[src/i2r_pkg.sv]
// ----------------------------------------------------------------------------
// i2r_pkg
// Shared types, constants and letter tables for the integer to Roman numeral
// converter.
// ----------------------------------------------------------------------------
`default_nettype none

package i2r_pkg;

   localparam int unsigned NUMBER_W = 12;
   localparam int unsigned LETTER_W = 8;
   localparam int unsigned DIGIT_W  = 4;
   localparam int unsigned THOU_W   = 2;
   localparam int unsigned STEP_W   = 2;
   localparam int unsigned PLACE_W  = 2;

   localparam logic [NUMBER_W-1:0] MAX_VALID = 12'd3999;

   localparam logic [LETTER_W-1:0] ASCII_I   = 8'h49;
   localparam logic [LETTER_W-1:0] ASCII_V   = 8'h56;
   localparam logic [LETTER_W-1:0] ASCII_X   = 8'h58;
   localparam logic [LETTER_W-1:0] ASCII_L   = 8'h4C;
   localparam logic [LETTER_W-1:0] ASCII_C   = 8'h43;
   localparam logic [LETTER_W-1:0] ASCII_D   = 8'h44;
   localparam logic [LETTER_W-1:0] ASCII_M   = 8'h4D;
   localparam logic [LETTER_W-1:0] ASCII_NUL = 8'h00;

   localparam logic [PLACE_W-1:0] PLACE_UNITS = 2'd0;
   localparam logic [PLACE_W-1:0] PLACE_TENS  = 2'd1;
   localparam logic [PLACE_W-1:0] PLACE_HUNDS = 2'd2;
   localparam logic [PLACE_W-1:0] PLACE_THOUS = 2'd3;

   typedef enum logic [1:0] {
      ST_IDLE,
      ST_SPLIT,
      ST_EMIT,
      ST_FAULT
   } state_type;

   typedef enum logic [1:0] {
      KIND_ONE,
      KIND_FIVE,
      KIND_TEN
   } kind_type;

   // commands from controller to datapath
   typedef struct packed {
      logic load;
      logic split;
      logic emit;
      logic fault;
   } cmd_type;

   // status from datapath to controller
   typedef struct packed {
      logic in_range;
      logic last;
   } status_type;

   typedef struct packed {
      kind_type kind;
      logic     final_step;
   } step_info_type;

   // letter kind at a given step of one decimal digit, and whether it ends the digit
   function automatic step_info_type digit_step(input logic [DIGIT_W-1:0] digit,
                                                input logic [STEP_W-1:0]  step);
      step_info_type info;
      info.kind       = KIND_ONE;
      info.final_step = 1'b1;
      case (digit)
         4'd1: begin
            info.kind       = KIND_ONE;
            info.final_step = 1'b1;
         end
         4'd2: begin
            info.kind       = KIND_ONE;
            info.final_step = (step == 2'd1);
         end
         4'd3: begin
            info.kind       = KIND_ONE;
            info.final_step = (step == 2'd2);
         end
         4'd4: begin
            info.kind       = (step == 2'd0) ? KIND_ONE : KIND_FIVE;
            info.final_step = (step == 2'd1);
         end
         4'd5: begin
            info.kind       = KIND_FIVE;
            info.final_step = 1'b1;
         end
         4'd6: begin
            info.kind       = (step == 2'd0) ? KIND_FIVE : KIND_ONE;
            info.final_step = (step == 2'd1);
         end
         4'd7: begin
            info.kind       = (step == 2'd0) ? KIND_FIVE : KIND_ONE;
            info.final_step = (step == 2'd2);
         end
         4'd8: begin
            info.kind       = (step == 2'd0) ? KIND_FIVE : KIND_ONE;
            info.final_step = (step == 2'd3);
         end
         4'd9: begin
            info.kind       = (step == 2'd0) ? KIND_ONE : KIND_TEN;
            info.final_step = (step == 2'd1);
         end
         default: begin
            info.kind       = KIND_ONE;
            info.final_step = 1'b1;
         end
      endcase
      return info;
   endfunction

   function automatic logic [LETTER_W-1:0] place_letter(input logic [PLACE_W-1:0] place,
                                                        input kind_type           kind);
      logic [LETTER_W-1:0] ch;
      ch = ASCII_M;
      case (place)
         PLACE_UNITS: ch = (kind == KIND_ONE) ? ASCII_I : (kind == KIND_FIVE) ? ASCII_V : ASCII_X;
         PLACE_TENS:  ch = (kind == KIND_ONE) ? ASCII_X : (kind == KIND_FIVE) ? ASCII_L : ASCII_C;
         PLACE_HUNDS: ch = (kind == KIND_ONE) ? ASCII_C : (kind == KIND_FIVE) ? ASCII_D : ASCII_M;
         PLACE_THOUS: ch = ASCII_M;
         default:     ch = ASCII_M;
      endcase
      return ch;
   endfunction

endpackage

`default_nettype wire

[src/i2r_ctrl.sv]
// ----------------------------------------------------------------------------
// i2r_ctrl
// Sequencer for the converter: load, decimal split, then one letter per
// cycle until the final letter is reported, or an error word if out of range.
// ----------------------------------------------------------------------------
`default_nettype none

module i2r_ctrl (
   input  wire logic               clock,
   input  wire logic               reset,
   input  wire logic               start,
   output logic                    busy,
   output i2r_pkg::cmd_type        cmd,
   input  wire i2r_pkg::status_type status
);

   i2r_pkg::state_type state_ff;
   i2r_pkg::state_type state_in;

   always_ff @(posedge clock) begin
      if (reset) begin
         state_ff <= i2r_pkg::ST_IDLE;
      end else begin
         state_ff <= state_in;
      end
   end

   always_comb begin
      state_in = state_ff;
      case (state_ff)
         i2r_pkg::ST_IDLE: begin
            if (start) state_in = i2r_pkg::ST_SPLIT;
         end
         i2r_pkg::ST_SPLIT: begin
            state_in = status.in_range ? i2r_pkg::ST_EMIT : i2r_pkg::ST_FAULT;
         end
         i2r_pkg::ST_EMIT: begin
            if (status.last) state_in = i2r_pkg::ST_IDLE;
         end
         i2r_pkg::ST_FAULT: begin
            state_in = i2r_pkg::ST_IDLE;
         end
         default: begin
            state_in = i2r_pkg::ST_IDLE;
         end
      endcase
   end

   always_comb begin
      cmd  = '0;
      busy = 1'b1;
      case (state_ff)
         i2r_pkg::ST_IDLE: begin
            busy     = 1'b0;
            cmd.load = start;
         end
         i2r_pkg::ST_SPLIT: begin
            cmd.split = 1'b1;
         end
         i2r_pkg::ST_EMIT: begin
            cmd.emit = 1'b1;
         end
         i2r_pkg::ST_FAULT: begin
            cmd.fault = 1'b1;
         end
         default: begin
            busy = 1'b1;
         end
      endcase
   end

   a_start_to_split: assert property (@(posedge clock) disable iff (reset)
      (state_ff == i2r_pkg::ST_IDLE && start) |=> (state_ff == i2r_pkg::ST_SPLIT))
      else $error("accepted word did not enter split");

   a_last_ends_run: assert property (@(posedge clock) disable iff (reset)
      (state_ff == i2r_pkg::ST_EMIT && status.last) |=> (state_ff == i2r_pkg::ST_IDLE))
      else $error("emission continued past final letter");

   a_fault_one_cycle: assert property (@(posedge clock) disable iff (reset)
      (state_ff == i2r_pkg::ST_FAULT) |=> (state_ff == i2r_pkg::ST_IDLE))
      else $error("error word not single");

endmodule

`default_nettype wire

[src/i2r_datapath.sv]
// ----------------------------------------------------------------------------
// i2r_datapath
// Input register, decimal split into digit registers, letter selection and
// the registered result word.
// ----------------------------------------------------------------------------
`default_nettype none

module i2r_datapath (
   input  wire logic                           clock,
   input  wire logic                           reset,
   input  wire i2r_pkg::cmd_type               cmd,
   output i2r_pkg::status_type                 status,
   input  wire logic [i2r_pkg::NUMBER_W-1:0]   req_number,
   output logic                                rsp_strobe,
   output logic [i2r_pkg::LETTER_W-1:0]        rsp_letter,
   output logic                                rsp_out_of_range,
   output logic                                rsp_last_letter
);

   logic [i2r_pkg::NUMBER_W-1:0] number_ff;
   logic [i2r_pkg::THOU_W-1:0]   thou_ff;
   logic [i2r_pkg::DIGIT_W-1:0]  hund_ff;
   logic [i2r_pkg::DIGIT_W-1:0]  tens_ff;
   logic [i2r_pkg::DIGIT_W-1:0]  unit_ff;
   logic [i2r_pkg::STEP_W-1:0]   step_ff;

   logic                         strobe_ff;
   logic [i2r_pkg::LETTER_W-1:0] letter_ff;
   logic                         oor_ff;
   logic                         last_ff;

   // decimal split
   logic [i2r_pkg::THOU_W-1:0]   thou_in;
   logic [9:0]                   rem_k;
   logic [15:0]                  hund_prod;
   logic [i2r_pkg::DIGIT_W-1:0]  hund_in;
   logic [6:0]                   rem_h;
   logic [14:0]                  tens_prod;
   logic [i2r_pkg::DIGIT_W-1:0]  tens_in;
   logic [i2r_pkg::DIGIT_W-1:0]  unit_in;

   // letter selection
   logic [i2r_pkg::PLACE_W-1:0]  place;
   logic [i2r_pkg::DIGIT_W-1:0]  cur_digit;
   logic                         lower_zero;
   i2r_pkg::step_info_type       info;

   always_comb begin
      if (number_ff >= 12'd3000) begin
         thou_in = 2'd3;
         rem_k   = 10'(number_ff - 12'd3000);
      end else if (number_ff >= 12'd2000) begin
         thou_in = 2'd2;
         rem_k   = 10'(number_ff - 12'd2000);
      end else if (number_ff >= 12'd1000) begin
         thou_in = 2'd1;
         rem_k   = 10'(number_ff - 12'd1000);
      end else begin
         thou_in = 2'd0;
         rem_k   = 10'(number_ff);
      end
      // floor(r/100) as r*41 >> 12, exact for r below 1000
      hund_prod = 16'(rem_k) * 16'd41;
      hund_in   = hund_prod[15:12];
      rem_h     = 7'(rem_k - 10'(hund_in) * 10'd100);
      // floor(r/10) as r*205 >> 11, exact for r below 100
      tens_prod = 15'(rem_h) * 15'd205;
      tens_in   = tens_prod[14:11];
      unit_in   = 4'(rem_h - 7'(tens_in) * 7'd10);
   end

   assign status.in_range = (number_ff != '0) && (number_ff <= i2r_pkg::MAX_VALID);

   // highest place that still has letters to give
   always_comb begin
      if (thou_ff != '0) begin
         place      = i2r_pkg::PLACE_THOUS;
         cur_digit  = 4'(thou_ff);
         lower_zero = (hund_ff == '0) && (tens_ff == '0) && (unit_ff == '0);
      end else if (hund_ff != '0) begin
         place      = i2r_pkg::PLACE_HUNDS;
         cur_digit  = hund_ff;
         lower_zero = (tens_ff == '0) && (unit_ff == '0);
      end else if (tens_ff != '0) begin
         place      = i2r_pkg::PLACE_TENS;
         cur_digit  = tens_ff;
         lower_zero = (unit_ff == '0);
      end else begin
         place      = i2r_pkg::PLACE_UNITS;
         cur_digit  = unit_ff;
         lower_zero = 1'b1;
      end
      info = i2r_pkg::digit_step(cur_digit, step_ff);
   end

   assign status.last = info.final_step && lower_zero;

   always_ff @(posedge clock) begin
      if (cmd.load) number_ff <= req_number;
      if (cmd.split) begin
         thou_ff <= thou_in;
         hund_ff <= hund_in;
         tens_ff <= tens_in;
         unit_ff <= unit_in;
         step_ff <= '0;
      end else if (cmd.emit) begin
         if (info.final_step) begin
            step_ff <= '0;
            case (place)
               i2r_pkg::PLACE_THOUS: thou_ff <= '0;
               i2r_pkg::PLACE_HUNDS: hund_ff <= '0;
               i2r_pkg::PLACE_TENS:  tens_ff <= '0;
               i2r_pkg::PLACE_UNITS: unit_ff <= '0;
               default:              unit_ff <= '0;
            endcase
         end else begin
            step_ff <= step_ff + 2'd1;
         end
      end
      if (cmd.emit) begin
         letter_ff <= i2r_pkg::place_letter(place, info.kind);
         oor_ff    <= 1'b0;
         last_ff   <= status.last;
      end else if (cmd.fault) begin
         letter_ff <= i2r_pkg::ASCII_NUL;
         oor_ff    <= 1'b1;
         last_ff   <= 1'b1;
      end
   end

   always_ff @(posedge clock) begin
      if (reset) begin
         strobe_ff <= 1'b0;
      end else begin
         strobe_ff <= cmd.emit | cmd.fault;
      end
   end

   assign rsp_strobe       = strobe_ff;
   assign rsp_letter       = letter_ff;
   assign rsp_out_of_range = oor_ff;
   assign rsp_last_letter  = last_ff;

endmodule

`default_nettype wire

[src/integer_to_roman_numeral_top.sv]
// ----------------------------------------------------------------------------
// integer_to_roman_numeral_top
// Converts a 12-bit binary number to its Roman numeral, one ASCII letter per
// result word, most significant letter first.
// ----------------------------------------------------------------------------
// Usage:
//   Input: drive req_number and raise start while busy is low; the word is
//   taken at that clock edge and busy goes high on the next cycle.
//   Output: each letter shows on rsp_letter for one cycle with rsp_strobe
//   high; rsp_last_letter marks the final letter of the numeral. Inputs of
//   0 or above 3999 give a single word with rsp_out_of_range and
//   rsp_last_letter set and rsp_letter zero.
//   Timing: the number is loaded, then split into decimal digits, then the
//   sequencer emits one letter per cycle; a numeral has 1 to 15 letters.
//   Busy drops as the final letter is registered, so the next start can be
//   taken in the cycle that letter is presented. The receiver cannot stall,
//   each result word is valid for exactly one cycle.
//   Reset: synchronous, active high; returns the sequencer to idle and
//   clears the strobe. No state is kept between items.
// ----------------------------------------------------------------------------
`default_nettype none

module integer_to_roman_numeral_top (
   input  wire logic                         clock,
   input  wire logic                         reset,
   input  wire logic                         start,
   output logic                              busy,
   input  wire logic [i2r_pkg::NUMBER_W-1:0] req_number,
   output logic                              rsp_strobe,
   output logic [i2r_pkg::LETTER_W-1:0]      rsp_letter,
   output logic                              rsp_out_of_range,
   output logic                              rsp_last_letter
);

   i2r_pkg::cmd_type    cmd;
   i2r_pkg::status_type status;

   i2r_ctrl u_ctrl (
      .clock  (clock),
      .reset  (reset),
      .start  (start),
      .busy   (busy),
      .cmd    (cmd),
      .status (status)
   );

   i2r_datapath u_datapath (
      .clock            (clock),
      .reset            (reset),
      .cmd              (cmd),
      .status           (status),
      .req_number       (req_number),
      .rsp_strobe       (rsp_strobe),
      .rsp_letter       (rsp_letter),
      .rsp_out_of_range (rsp_out_of_range),
      .rsp_last_letter  (rsp_last_letter)
   );

endmodule

`default_nettype wire
[config.mk]
export PLATFORM = sky130hd
export DESIGN_NAME = integer_to_roman_numeral_top
export DESIGN_NICKNAME = d
export VERILOG_FILES = /design/src/i2r_pkg.sv /design/src/i2r_ctrl.sv /design/src/i2r_datapath.sv /design/src/integer_to_roman_numeral_top.sv
export SDC_FILE = /design/constraint.sdc
export NUM_CORES = 1
export LEC_CHECK = 0
export ABC_AREA = 1
export ABC_CLOCK_PERIOD_IN_PS = 18100
export BUFFER_PORTS_ARGS = -buffer_cell sky130_fd_sc_hd__buf_2
export CAP_MARGIN = 20
export CELL_PAD_IN_SITES_DETAIL_PLACEMENT = 1
export CELL_PAD_IN_SITES_GLOBAL_PLACEMENT = 2
export CORE_AREA = 2 2 118 120
export DETAILED_ROUTE_END_ITERATION = 8
export DIE_AREA = 0 0 120 122
export GPL_ROUTABILITY_DRIVEN = 0
export HOLD_SLACK_MARGIN = 0.1
export PLACE_DENSITY = 0.73
export SLEW_MARGIN = 25
export SYNTH_ARGS = -nofsm -noshare
export SYNTH_HDL_FRONTEND = slang
export SYNTH_HIERARCHICAL = 1
export SYNTH_SLANG_ARGS = --single-unit
[constraint.sdc]
create_clock -name clock -period 18.1 [get_ports clock]
set_clock_uncertainty 0.15 [all_clocks]
set_input_delay 1.81 -clock clock [delete_from_list [all_inputs] [get_ports clock]]
set_output_delay 1.81 -clock clock [all_outputs]
set_load 0.02 [all_outputs]
-- Word-level counts from Yosys, hierarchy flattened
Cells that the tools add are included.
- add/subtract/negate cells: 6
- $mul: 4
- order comparisons: 4
- equality and inequality tests: 20
- muxes and demuxes: 56
- bitwise operators: 1
- reductions and logical operators: 28
- operator list (kind ; count):
    2-to-1 mux 4 bit ; 18
    2-to-1 mux 8 bit ; 5
    case mux 8 bit (4 select lines) ; 1
    2-to-1 mux 10 bit ; 3
    subtractor 10 bit, second input constant ; 3
    2-to-1 mux 2 bit ; 12
    case mux 3 bit (8 select lines) ; 1
    equality test 4 x 3 -> 1 bit, second input constant ; 4
    multiplier 10 x 6 -> 16 bit, second input constant ; 1
    nonzero test 2 bit ; 8
    multiplier 7 x 8 -> 15 bit, second input constant ; 1
    2-to-1 mux 1 bit ; 15
    equality test 2 bit, second input constant ; 6
    >= comparator 12 x 10 -> 1 bit, second input constant ; 1
    >= comparator 12 x 11 -> 1 bit, second input constant ; 1
    >= comparator 12 bit, second input constant ; 1
    <= comparator 12 bit, second input constant ; 1
    logical NOT 4 bit ; 3
    AND reduction 3 bit ; 4
    nonzero test 12 bit ; 1
    equality test 2 x 1 -> 1 bit, second input constant ; 4
    equality test 4 x 2 -> 1 bit, second input constant ; 2
    equality test 4 bit, second input constant ; 2
    logical NOT 2 bit ; 4
    other kinds (11) ; 17
- bits in registers: 41

-- Longest topological paths before layout
Gate-level depths: netlist of the first run.
- depth in word-level cells: 11
- gate-level depth with buffers: 65

-- Hierarchy
Netlist of the first run, hierarchy kept.
- by module, submodules not included (module ; times used ; cells each ; area each (µm²) ; seq. area each (µm²)):
    i2r_datapath ; 1 ; 558 ; 4493.1 ; 1071.0
    i2r_ctrl ; 1 ; 21 ; 130.1 ; 40.0

-- Worst setup path before layout of the first run
No wires, ideal clock.
- path kind: register to register
- start point: register u_datapath/number_ff[4] (netlist name)
- end point: register u_datapath/unit_ff[3] (netlist name) (data pin)
- library setup time: 0.255 ns
- arrival: 9.018 ns
- required time: 17.695 ns
- slack: 8.677 ns
- stages on the path, launching flop included: 62
- path buffers: 0
- cell sequence: edfxtp_1 > inv_1 > ha_1 > inv_1 > nor2_1 > nand3_2 > nand2_8 > inv_2 > nor2_2 > inv_2 > o21ai_0 > o21ai_0 > o22ai_1 > ha_1 > inv_1 > fa_1 > inv_1 > ha_1 > [... 26 more ...] > inv_1 > ha_1 > nand2_1 > inv_1 > nand2_1 > nand2_1 > a21oi_1 > nor2_1 > inv_1 > nand2_1 > inv_1 > ha_1 > inv_1 > fa_1 > xor2_1 > or2_2 > a21oi_1 > nor2_1
- longest elaborated chain between the ends: 11
- RTL lines (what ; RTL line ; RTL):
    start: declaration ; i2r_datapath.sv:20 ; logic [i2r_pkg::NUMBER_W-1:0] number_ff;
    start signal: assignment ; i2r_datapath.sv:99 ; if (cmd.load) number_ff <= req_number;
    subtractor 10 bit or >= comparator 12 x 10 -> 1 bit (tied branches) ; i2r_datapath.sv:57, i2r_datapath.sv:55 ;
    2-to-1 mux 10 bit ; i2r_datapath.sv:55 ; end else if (number_ff >= 12'd1000) begin
    2-to-1 mux 10 bit ; i2r_datapath.sv:52 ; end else if (number_ff >= 12'd2000) begin
    2-to-1 mux 10 bit (*) ; i2r_datapath.sv:49 ; if (number_ff >= 12'd3000) begin
    multiplier 10 x 6 -> 16 bit (*) ; i2r_datapath.sv:63 ; hund_prod = 16'(rem_k) * 16'd41;
    net u_datapath.hund_prod[15] ; i2r_datapath.sv:35 ; logic [15:0] hund_prod;
    multiplier 4 x 5 -> 5 bit (*) ; i2r_datapath.sv:65 ; rem_h = 7'(rem_k - 10'(hund_in) * 10'd100);
    subtractor 7 bit (*) ; i2r_datapath.sv:65 ;
    multiplier 7 x 8 -> 15 bit (*) ; i2r_datapath.sv:67 ; tens_prod = 15'(rem_h) * 15'd205;
    net u_datapath.tens_prod[11] ; i2r_datapath.sv:38 ; logic [14:0] tens_prod;
    multiplier 4 x 3 -> 3 bit (*) ; i2r_datapath.sv:69 ; unit_in = 4'(rem_h - 7'(tens_in) * 7'd10);
    subtractor 4 bit (*) ; i2r_datapath.sv:69 ;
    2-to-1 mux 4 bit (*) ; i2r_datapath.sv:100 ; if (cmd.split) begin
    end signal: assignment ; i2r_datapath.sv:104 ; unit_ff <= unit_in;
    end: declaration ; i2r_datapath.sv:24 ; logic [i2r_pkg::DIGIT_W-1:0] unit_ff;
The timed path passes the listed nets; every way through them passes the cells marked *.
A chain may end at the register's enable or synchronous reset.

-- Final worst setup path of the first run
Ends and elaborated chain as after synthesis.

==> impl_results.md, run 1 <==
* Share of the synthesized area in the top cell type at 23.27%
* Fill count at 1642
* Area grow syn2layout at 9.851%
* Top-level port count at 27
* Post-Route WL at 11.22 mm
* Grt peak-use layer: met2
* Routed length per instance at 14.28 um
* Synth Cell Area at 4623 um^2
* Die Height at 122 um
* Number of diodes at 0
* Endpoint class of the critical path: flip-flop
* First-pass GRT wire length at 19.40 mm
* FFs w/ async S/R, synth at 0%
* Initial antenna violation count at 0
* Max-cap violations at 0
* Starting Density at 34.24%
* Hold Crit Class: flip-flop to flip-flop
* RSZ-0062 raised after global routing: no
* Number of synthesized flops with an enable pin at 33
* CTS buffer count at 5
* Seq/Total Area, Yosys at 24.03%
* Post-DP HPWL at 9.626 mm
* Worst Setup Start Kind: flip-flop
* Vias per cell at 4.776
* Largest net degree at the start of global routing at 15
* Critical-path maximum fanout at 7
* Final hold slack at 0.3168 ns
* Cell Count Post-Placement at 778
* #FFs+latches synth at 39
* Tot GR Track Use at 16.54%
* Post-CTS Setup Bufs at 0
* Vias post-DR at 3754
* Clk buf depth at 2
* Final setup margin at 7.407 ns
* Yosys warns at 6
* Place WS at 7.384 ns
* H-tree depth at 2
* CTS Sinks at 39
* Area leader, netlist: ha_1
* Vias in the first global route at 4106
* Routing usage on met2 at 32.24%
* Average size of a mapped cell at 7.985 um^2
* Slowest stage cell on the critical path: edfxtp_1
* Most used cell, CP: inv_1
* Required @ worst endpoint at 17.99 ns
* Clock root buffer: clkbuf_16
* Grt met3 use at 2.481%
* Rel. slew slack at 43.95%
* Multi-input gate area at 3050 um^2
* Worst stage delay on the critical path at 0.50 ns
* Final ANT Viol Nets at 0
* Share of layout cells above drive strength 1 at 14.52%
* Minimum clock period at 10.69 ns
* Most common cell after layout, fill and taps aside: inv_1
* Top FF cell, synth: edfxtp_1
* Setup TNS at 0 ns
* Hold Vio Cnt, Final at 0
* GRT met1 Usage at 19.43%
* Worst skew pair latency at 0.29 ns
* CTS clk-pin slew, worst paths at 0.07 ns
* # DRC at 0
* Full die area at 14640 um^2
* CTS tree: done
* # resized after CTS at 0
* Final count of negative-setup-slack endpoints at 0
* Most frequent cells in the layout: 103 x inv_1, 93 x nand2_1, 86 x ha_1
* Die width at 120 um
* Initial DRC Count at 94
* # port buffers at 24
* Nets@finish at 720
* Crit Path Class: flip-flop to flip-flop
* Fmax at 93.52 MHz
* Core area at 13500 um^2
* Hold_buf cts at 0
* Slew @ Worst Pin at 0.8377 ns
* Detailed Routing Iterations Pass 1 at 4
* Count of different cell masters after synthesis at 42
* Seq. cell area at 1111 um^2
* Tcrit/Tclk final at 59.08%
* Run status: completed
* Final Non-Filler Cells at 786
* Crit path arrival time at 10.58 ns
* GRT overflow at 0
* Max Slew Vio Count at 0
* Top post-synthesis cells by area: ha_1 23%, edfxtp_1 21%, inv_1 8.4%
* Row count at 43
* Post-Synthesis Cells at 579
path summary, 6_finish.rpt:
check | slack, ns | cells after the start | start | endpoint
setup / recovery | 7.41 | 61 | u_datapath/number_ff[4]$_DFFE_PP_ | u_datapath/unit_ff[3]$_SDFFCE_PN0P_
hold / removal | 0.32 | 2 | u_datapath/rsp_out_of_range$_SDFFE_PP0P_ | u_datapath/rsp_out_of_range$_SDFFE_PP0P_
setup reg to reg | 7.41 | 61 | u_datapath/number_ff[4]$_DFFE_PP_ | u_datapath/unit_ff[3]$_SDFFCE_PN0P_
hold reg to reg | 0.32 | 2 | u_datapath/rsp_out_of_range$_SDFFE_PP0P_ | u_datapath/rsp_out_of_range$_SDFFE_PP0P_
Yosys cell counts (all sizes together) (4+ instances only):
cell type  instances
nor3               4
o21ai             27
xor2              11
inv              113
fa                14
ha                86
buf                4
edfxtp            33
nand2            113
nand4              6
nor2              62
a21oi             38
dfxtp              6
nand3             35
layout make-up:
cell class	instances	area share, %
Sequential cell	39	21.88
Inverter	113	8.352
Timing Repair Buffer	25	2.513
Multi-Input combinational cell	421	60.06
Tap cell	180	4.435
Clock buffer	5	2.464
Clock inverter	3	0.2956
layer usage:
metal	part of all wire [%]	vias to the layer above	wire (um)
met3	1.6	5	177
met5	0	-	0
met2	53	24	5995
met1	45	1794	5003
li1	-	1931	-
met4	0.39	0	44
through the flow:
stage / utilization, % / area [um^2]
after floorplan: - / 4627
after global placement: 36.57 / 4938
after detailed placement: 36.57 / 4938
after CTS: 37.61 / 5079
after global routing: 37.61 / 5079
final: 37.61 / 5079
critical path: cells and delay by family, from the launching register on:
kind            cells  cell delay, ns
buf+inv            15            0.98
simple gates       19            2.04
flops               1            0.50
xor+xnor            2            0.34
fa+ha+maj          14            4.48
compound gates     11            1.95
cells by family (layout without fill, tap and decap cells):
| family | after synthesis | after routing | share of synthesized area (%) |
|---|---|---|---|
| flip-flops | 39 | 39 | 24.03 |
| AO/OA/AOI/OAI | 78 | 78 | 9.635 |
| AND/OR/NAND/NOR | 228 | 228 | 24.06 |
| XOR/XNOR | 13 | 13 | 2.788 |
| buffers and inverters | 120 | 146 | 10.07 |
| other | 1 | 2 | 0.08111 |
| adder cells (fa/ha/maj) | 100 | 100 | 29.34 |
state kept, by name, summed over array words and instances (netlist names):
| register | flops |
|---|---|
| u_datapath/thou_ff | 2 |
| u_datapath/unit_ff | 4 |
| u_datapath/rsp_last_letter | 1 |
| u_datapath/step_ff | 2 |
| u_datapath/tens_ff | 4 |
| u_datapath/rsp_strobe | 1 |
| u_datapath/rsp_letter | 6 |
| u_datapath/hund_ff | 4 |
| u_ctrl/state_ff | 2 |
| u_datapath/number_ff | 12 |
| u_datapath/rsp_out_of_range | 1 |
Power of run 1 is not shown: default switching activity piles up to over one toggle a cycle in this logic, so the estimate is an artifact.
==> inputs of run 2 (changes only) <==
--- a/config.mk
+++ b/config.mk
@@ -6,14 +6,14 @@
 export NUM_CORES = 1
 export LEC_CHECK = 0
 export ABC_AREA = 1
-export ABC_CLOCK_PERIOD_IN_PS = 18100
+export ABC_CLOCK_PERIOD_IN_PS = 9250
 export BUFFER_PORTS_ARGS = -buffer_cell sky130_fd_sc_hd__buf_2
 export CAP_MARGIN = 20
 export CELL_PAD_IN_SITES_DETAIL_PLACEMENT = 1
 export CELL_PAD_IN_SITES_GLOBAL_PLACEMENT = 2
-export CORE_AREA = 2 2 118 120
+export CORE_AREA = 2 2 120 122
 export DETAILED_ROUTE_END_ITERATION = 8
-export DIE_AREA = 0 0 120 122
+export DIE_AREA = 0 0 122 124
 export GPL_ROUTABILITY_DRIVEN = 0
 export HOLD_SLACK_MARGIN = 0.1
 export PLACE_DENSITY = 0.73
==> constraint.sdc (replaced) <==
create_clock -name clock -period 9.25 [get_ports clock]
set_clock_uncertainty 0.15 [all_clocks]
set_input_delay 0.925 -clock clock [delete_from_list [all_inputs] [get_ports clock]]
set_output_delay 0.925 -clock clock [all_outputs]
set_load 0.02 [all_outputs]
==> run 2 against run 1 <==
Against the previous run:
- global-route usage grew 1.9 points
- the run now ends with negative setup slack left
- sequential share of layout area shrank 4.7 points
- first-iteration DRC count grew 59%
- largest cell class unchanged
- final cell count grew 13%
- setup slack lost 7.6 ns
- register-to-register slack lost 7.6 ns
- sequential cell count is the same
==> impl_results.md, run 2 (synthesis results as in run 1) <==
* Run status: finished with violations
* Failing checks: negative setup slack
* Worst skew pair latency at 0.29 ns (about the same)
* Die width at 122 um (+1.7%)
* Most used cell, CP: inv_1
* CTS Sinks at 39 (unchanged)
* Slowest stage cell on the critical path: edfxtp_1
* Fill count at 1636 (-0.37%)
* First-pass GRT wire length at 21.94 mm (+13%)
* Critical-path maximum fanout at 5 (-2)
* Worst Setup Start Kind: flip-flop
* Final count of negative-setup-slack endpoints at 1 (+1)
* Worst stage delay on the critical path at 0.53 ns (+0.03 ns)
* # port buffers at 24 (unchanged)
* Reg with most FFs: u_datapath/number_ff
* Area grow syn2layout at 39.97%
* RSZ-0062 raised after global routing: yes
* Seq. cell area at 1111 um^2 (unchanged)
* Design area at 6471 um^2 (+27%)
* Full die area at 15130 um^2 (+3.3%)
* Row count at 43 (unchanged)
* Number of diodes at 0 (unchanged)
* Die Height at 124 um (+1.6%)
* Top-level port count at 27 (unchanged)
* Rel. slew slack at 43.89% (-0.056 points)
* Core area at 13720 um^2 (+1.6%)
* RR Startpoint: u_datapath/number_ff[5]$_DFFE_PP_
* Hold Crit Class: flip-flop to flip-flop
* Max-cap violations at 0 (unchanged)
* CP top delay family: adder cells
* Tcrit/Tclk final at 101.6% (+43 points)
* Endpoint class of the critical path: flip-flop
* Register-to-register setup slack at -0.15 ns (-7.56 ns)
* Starting Density at 33.70% (-0.54 points)
* Slew @ Worst Pin at 0.8385 ns (+0.0008399 ns)
* Share of layout cells above drive strength 1 at 40.28% (+26 points)
* Clock root buffer: clkbuf_16
* Post-DP HPWL at 10.48 mm (+8.8%)
* Minimum clock period at 9.400 ns (-1.293 ns)
* Initial antenna violation count at 0 (unchanged)
* Initial DRC Count at 149 (+59%)
* Required @ worst endpoint at 9.15 ns (-8.84 ns)
* Vias in the first global route at 4573 (+11%)
* # DRC at 0 (unchanged)
* Detailed Routing Iterations Pass 1 at 4 (unchanged)
* Vias post-DR at 4211 (+12%)
* Max reg flops at 12 (unchanged)
* Most frequent cells in the layout: 98 x buf_4, 88 x inv_1, 81 x nand2_1
* Crit path arrival time at 9.30 ns (-1.28 ns)
* Hold Vio Cnt, Final at 0 (unchanged)
* H-tree depth at 2 (unchanged)
* Post-Route WL at 13.56 mm (+21%)
* Routed length per instance at 15.23 um (+6.7%)
* Hold_buf cts at 0 (unchanged)
* Multi-input gate area at 3606 um^2 (+18%)
* Final ANT Viol Nets at 0 (unchanged)
* Final setup margin at -0.1503 ns (-7.557 ns)
* Worst r2r path cells at 60 (-1.6%)
* Max Slew Vio Count at 0 (unchanged)
* CTS tree: done
* Most common cell after layout, fill and taps aside: buf_4
* Final hold slack at 0.3255 ns (+0.008765 ns)
* Crit Path Class: flip-flop to flip-flop
* CTS clk-pin slew, worst paths at 0.07 ns (about the same)
* FF-to-FF End: u_datapath/unit_ff[3]$_SDFFCE_PN0P_
* WP depth at 60 (-1.6%)
* Area post-placement at 5605 um^2 (+14%)
* Critical Path Sink: u_datapath/unit_ff[3]$_SDFFCE_PN0P_
* CTS buffer count at 5 (unchanged)
* GRT overflow at 0 (unchanged)
* Nets@finish at 824 (+14%)
* Vias per cell at 4.731 (-0.93%)
* Worst path buffer plus inverter count at 19 (+4)
* Crit. Startpoint: u_datapath/number_ff[5]$_DFFE_PP_
* Fmax at 106.4 MHz (+14%)
* Tot GR Track Use at 18.43% (+1.9 points)
* Largest net degree at the start of global routing at 15 (unchanged)
* Clk buf depth at 2 (unchanged)
run 2: changes by cell type in the layout (fill, tap and decap cells not counted), moves of 8 or more:
cell | previous run | this run
ha_1 | 86 | 64
inv_2 | 10 | 20
a21oi_1 | 38 | 30
ha_4 | 0 | 21
nand2_2 | 13 | 23
inv_1 | 103 | 88
buf_4 | 1 | 98
nand2_1 | 93 | 81
a21oi_2 | 0 | 8
nor2_1 | 51 | 41
run 2: metrics by stage:
step	cells	TNS, ns	utilization (%)	setup WS [ns]
after global routing	890	-0.8981	47.17	-0.6090
after global placement	861	-0.2193	40.84	-0.2193
after detailed placement	861	-0.6547	40.86	-0.4926
after CTS	879	0	44.69	0.003019
after floorplan	580	0	-	0.03715
final	890	-0.1503	47.17	-0.1503
run 2: routing by layer:
| metal | vias up | share of wire [%] | track usage (%) |
|---|---|---|---|
| met5 | - | 0 | 0 |
| met4 | 0 | 1.1 | 3.879 |
| met3 | 12 | 2.4 | 2.335 |
| met2 | 36 | 51 | 34.64 |
| met1 | 2035 | 45 | 22.47 |
| li1 | 2128 | - | - |
run 2: final cells by class:
class                   count  area share [%]
repair buffers            129           14.58
inverters                 113           6.748
clock buffers               5           1.933
flip-flops and latches     39           17.17
multi-input cells         421           55.72
clock inverters             3          0.3674
well taps                 180           3.480
run 2: worst min-delay path by stage:
stage	from	end	slack (ns)	cells past startpoint
5_1_grt	u_datapath/rsp_out_of_range$_SDFFE_PP0P_	u_datapath/rsp_out_of_range$_SDFFE_PP0P_	0.37	2
2_1_floorplan	u_datapath/step_ff[1]$_SDFFE_PP0P_	u_datapath/step_ff[1]$_SDFFE_PP0P_	0.32	2
3_3_place_gp	u_datapath/rsp_out_of_range$_SDFFE_PP0P_	u_datapath/rsp_out_of_range$_SDFFE_PP0P_	0.30	2
6_report	u_datapath/rsp_out_of_range$_SDFFE_PP0P_	u_datapath/rsp_out_of_range$_SDFFE_PP0P_	0.33	2
4_1_cts	u_datapath/rsp_out_of_range$_SDFFE_PP0P_	u_datapath/rsp_out_of_range$_SDFFE_PP0P_	0.33	2
3_5_place_dp	u_datapath/rsp_out_of_range$_SDFFE_PP0P_	u_datapath/rsp_out_of_range$_SDFFE_PP0P_	0.32	2
run 2: worst register-to-register path, delay by kind of cell, from the launching register on:
kind                       cells  cell delay, ns
DFF                            1            0.53
AOI/OAI and AO/OA              5            0.85
and+or+nand+nor               22            1.95
adders and majority gates     13            4.00
xor gates and xnor gates       1            0.18
buffers and inverters         19            1.49
run 2: what timing repair did:
action	4_1_cts	5_1_grt
buffers inserted	11	11
hold endpoints to repair	0	0
pin swaps	45	46
endpoints found under the setup margin	2	3
resized for setup	60	55
Power of run 2 is left out for the same reason.
==> inputs of run 3 (changes only) <==
--- a/config.mk
+++ b/config.mk
@@ -11,12 +11,14 @@
 export CAP_MARGIN = 20
 export CELL_PAD_IN_SITES_DETAIL_PLACEMENT = 1
 export CELL_PAD_IN_SITES_GLOBAL_PLACEMENT = 2
-export CORE_AREA = 2 2 120 122
+export CORE_AREA = 2 2 118 120
+export CTS_BUF_LIST = sky130_fd_sc_hd__clkbuf_2
 export DETAILED_ROUTE_END_ITERATION = 8
-export DIE_AREA = 0 0 122 124
+export DIE_AREA = 0 0 120 122
 export GPL_ROUTABILITY_DRIVEN = 0
 export HOLD_SLACK_MARGIN = 0.1
-export PLACE_DENSITY = 0.73
+export MAX_ROUTING_LAYER = met4
+export PLACE_DENSITY = 0.76
 export SLEW_MARGIN = 25
 export SYNTH_ARGS = -nofsm -noshare
 export SYNTH_HDL_FRONTEND = slang
==> run 3 against run 2 <==
Against the previous run:
- the flow still finishes with violations (negative setup slack)
- die area is 3.2% lower
- non-clock buffer count is 5 lower
- final cell count is 0.56% lower
- global-route usage is 1.3 points higher
- register-to-register slack better by 0.12 ns
==> impl_results.md, run 3 (synthesis results as in run 1) <==
* CTS tree: done
* Core area at 13500 um^2 (-1.6%)
* Vias post-DR at 4299 (+2.1%)
* Required @ worst endpoint at 9.33 ns (+0.18 ns)
* Vias per cell at 4.858 (+2.7%)
* Starting Density at 34.24% (+0.54 points)
* Share of layout cells above drive strength 1 at 42.84% (+2.6 points)
* Max Slew Vio Count at 0 (unchanged)
* Final Non-Filler Cells at 885 (-0.56%)
* Critical-path maximum fanout at 4 (-1)
* Top-level port count at 27 (unchanged)
* Multi-input gate area at 3750 um^2 (+4.0%)
* Failing checks: negative setup slack
* Max-cap violations at 0 (unchanged)
* Hold Crit Class: flip-flop to flip-flop
* RSZ-0062 raised after global routing: yes
* Max reg flops at 12 (unchanged)
* H-tree depth at 2 (unchanged)
* Worst Setup Start Kind: flip-flop
* Crit Path Class: flip-flop to flip-flop
* Fill count at 1611 (-1.5%)
* Initial DRC Count at 103 (-31%)
* Reg with most FFs: u_datapath/number_ff
* # DRC at 0 (unchanged)
* CP top delay family: adder cells
* RR Startpoint: u_datapath/number_ff[4]$_DFFE_PP_
* Cell Count Post-Placement at 848 (-1.5%)
* Tcrit/Tclk final at 100.4% (-1.3 points)
* Critical Path Sink: u_datapath/unit_ff[3]$_SDFFCE_PN0P_
* Clk buf depth at 2 (unchanged)
* Fmax at 107.7 MHz (+1.3%)
* Die Height at 122 um (-1.6%)
* Rel. slew slack at 46.17% (+2.3 points)
* Worst path buffer plus inverter count at 13 (-6)
* Detailed Routing Iterations Pass 1 at 5 (+1)
* Nets@finish at 819 (-0.61%)
* CTS Sinks at 39 (unchanged)
* Final hold slack at 0.3678 ns (+0.04226 ns)
* Slew @ Worst Pin at 0.8044 ns (-0.03408 ns)
* # port buffers at 24 (unchanged)
* Row count at 43 (unchanged)
* Hold Vio Cnt, Final at 0 (unchanged)
* Run status: finished with violations
* Area grow syn2layout at 41.06%
* Worst r2r path cells at 58 (-3.3%)
* Crit path arrival time at 9.36 ns (+0.06 ns)
* Tot GR Track Use at 19.75% (+1.3 points)
* Endpoint class of the critical path: flip-flop
* First-pass GRT wire length at 22.56 mm (+2.8%)
* Minimum clock period at 9.283 ns (-0.1169 ns)
* Crit. Startpoint: u_datapath/number_ff[4]$_DFFE_PP_
* Slowest stage cell on the critical path: edfxtp_1
* Routed length per instance at 15.98 um (+4.9%)
* WP depth at 58 (-3.3%)
* Place WS at -0.4978 ns (-0.005227 ns)
* Post-DP HPWL at 10.69 mm (+2.1%)
* GRT overflow at 0 (unchanged)
* CTS buffer count at 5 (unchanged)
* Number of diodes at 0 (unchanged)
* Vias in the first global route at 4761 (+4.1%)
* Final ANT Viol Nets at 0 (unchanged)
* Initial antenna violation count at 0 (unchanged)
* Seq. cell area at 1111 um^2 (unchanged)
* Final count of negative-setup-slack endpoints at 1 (unchanged)
* Most common cell after layout, fill and taps aside: buf_4
* Clock root buffer: clkbuf_2
* Full die area at 14640 um^2 (-3.2%)
* Worst skew pair latency at 0.45 ns (+0.16 ns)
* Die width at 120 um (-1.6%)
* CTS clk-pin slew, worst paths at 0.23 ns (+0.16 ns)
* Layout Utilization at 48.29% (+1.1 points)
* Worst stage delay on the critical path at 0.53 ns (about the same)
* Final setup margin at -0.03338 ns (+0.1169 ns)
* Post-Route WL at 14.15 mm (+4.3%)
* Largest net degree at the start of global routing at 15 (unchanged)
* FF-to-FF End: u_datapath/unit_ff[3]$_SDFFCE_PN0P_
* Most frequent cells in the layout: 89 x buf_4, 87 x inv_1, 75 x nand2_1
* Register-to-register setup slack at -0.03 ns (+0.12 ns)
-- run 3: cell count changes in the layout (fill, tap and decap cells not counted), moves of 3 or more --
cell / change
nand2_2: +4
nand2_1: -6
clkbuf_16: -5
buf_4: -9
clkbuf_2: +5
ha_2: +3
ha_4: +6
buf_6: +3
ha_1: -9
-- run 3: how the worst min path moves through the flow --
stage / from / to / slack [ns] / cells after the start
floorplan: u_datapath/step_ff[1]$_SDFFE_PP0P_ / u_datapath/step_ff[1]$_SDFFE_PP0P_ / 0.32 / 2
global placement: u_datapath/rsp_out_of_range$_SDFFE_PP0P_ / u_datapath/rsp_out_of_range$_SDFFE_PP0P_ / 0.30 / 2
detailed placement: u_datapath/step_ff[0]$_SDFFE_PP0P_ / u_datapath/step_ff[0]$_SDFFE_PP0P_ / 0.35 / 2
CTS: u_datapath/step_ff[0]$_SDFFE_PP0P_ / u_datapath/step_ff[0]$_SDFFE_PP0P_ / 0.38 / 2
global route: u_datapath/step_ff[0]$_SDFFE_PP0P_ / u_datapath/step_ff[0]$_SDFFE_PP0P_ / 0.40 / 2
finish: u_datapath/step_ff[0]$_SDFFE_PP0P_ / u_datapath/step_ff[0]$_SDFFE_PP0P_ / 0.37 / 2
-- run 3: layer usage --
metal / wire length, um / share of wire, % / up-vias / track usage [%]
met1: 5665 / 40 / 2095 / 21.62
met5: 0 / 0 / - / -
met2: 7942 / 56 / 51 / 37.54
met4: 291 / 2.1 / 0 / 5.294
li1: - / - / 2130 / -
met3: 245 / 1.7 / 23 / 2.481
-- run 3: layout make-up --
class | instances | share of cell area [%]
clock buffer | 5 | 0.3837
clock inverter | 3 | 0.6715
inverter | 113 | 6.696
multi-input combinational | 421 | 57.50
sequential | 39 | 17.04
tap | 180 | 3.454
timing repair buffer | 124 | 14.26
-- run 3: through the flow --
stage / setup TNS [ns] / instance area (um^2)
after floorplan: 0 / 4668
after global placement: -0.1061 / 5518
after detailed placement: -0.6611 / 5520
after CTS: -0.01692 / 6066
after global routing: -1.309 / 6521
final: -0.03338 / 6521
-- run 3: repair_timing --
action	in CTS	in global routing
setup endpoints to repair	2	4
hold buffers	0	0
endpoints found under the hold margin	0	0
resized for setup	70	75
setup buffers	20	10
pin swaps	59	57
-- run 3: worst min-delay path: cells and delay by family, from the launching register on --
family,cells,cell delay (ns)
simple gates,1,0.07
flops,1,0.39
compound gates,1,0.05
Power of run 3 is left out for the same reason.
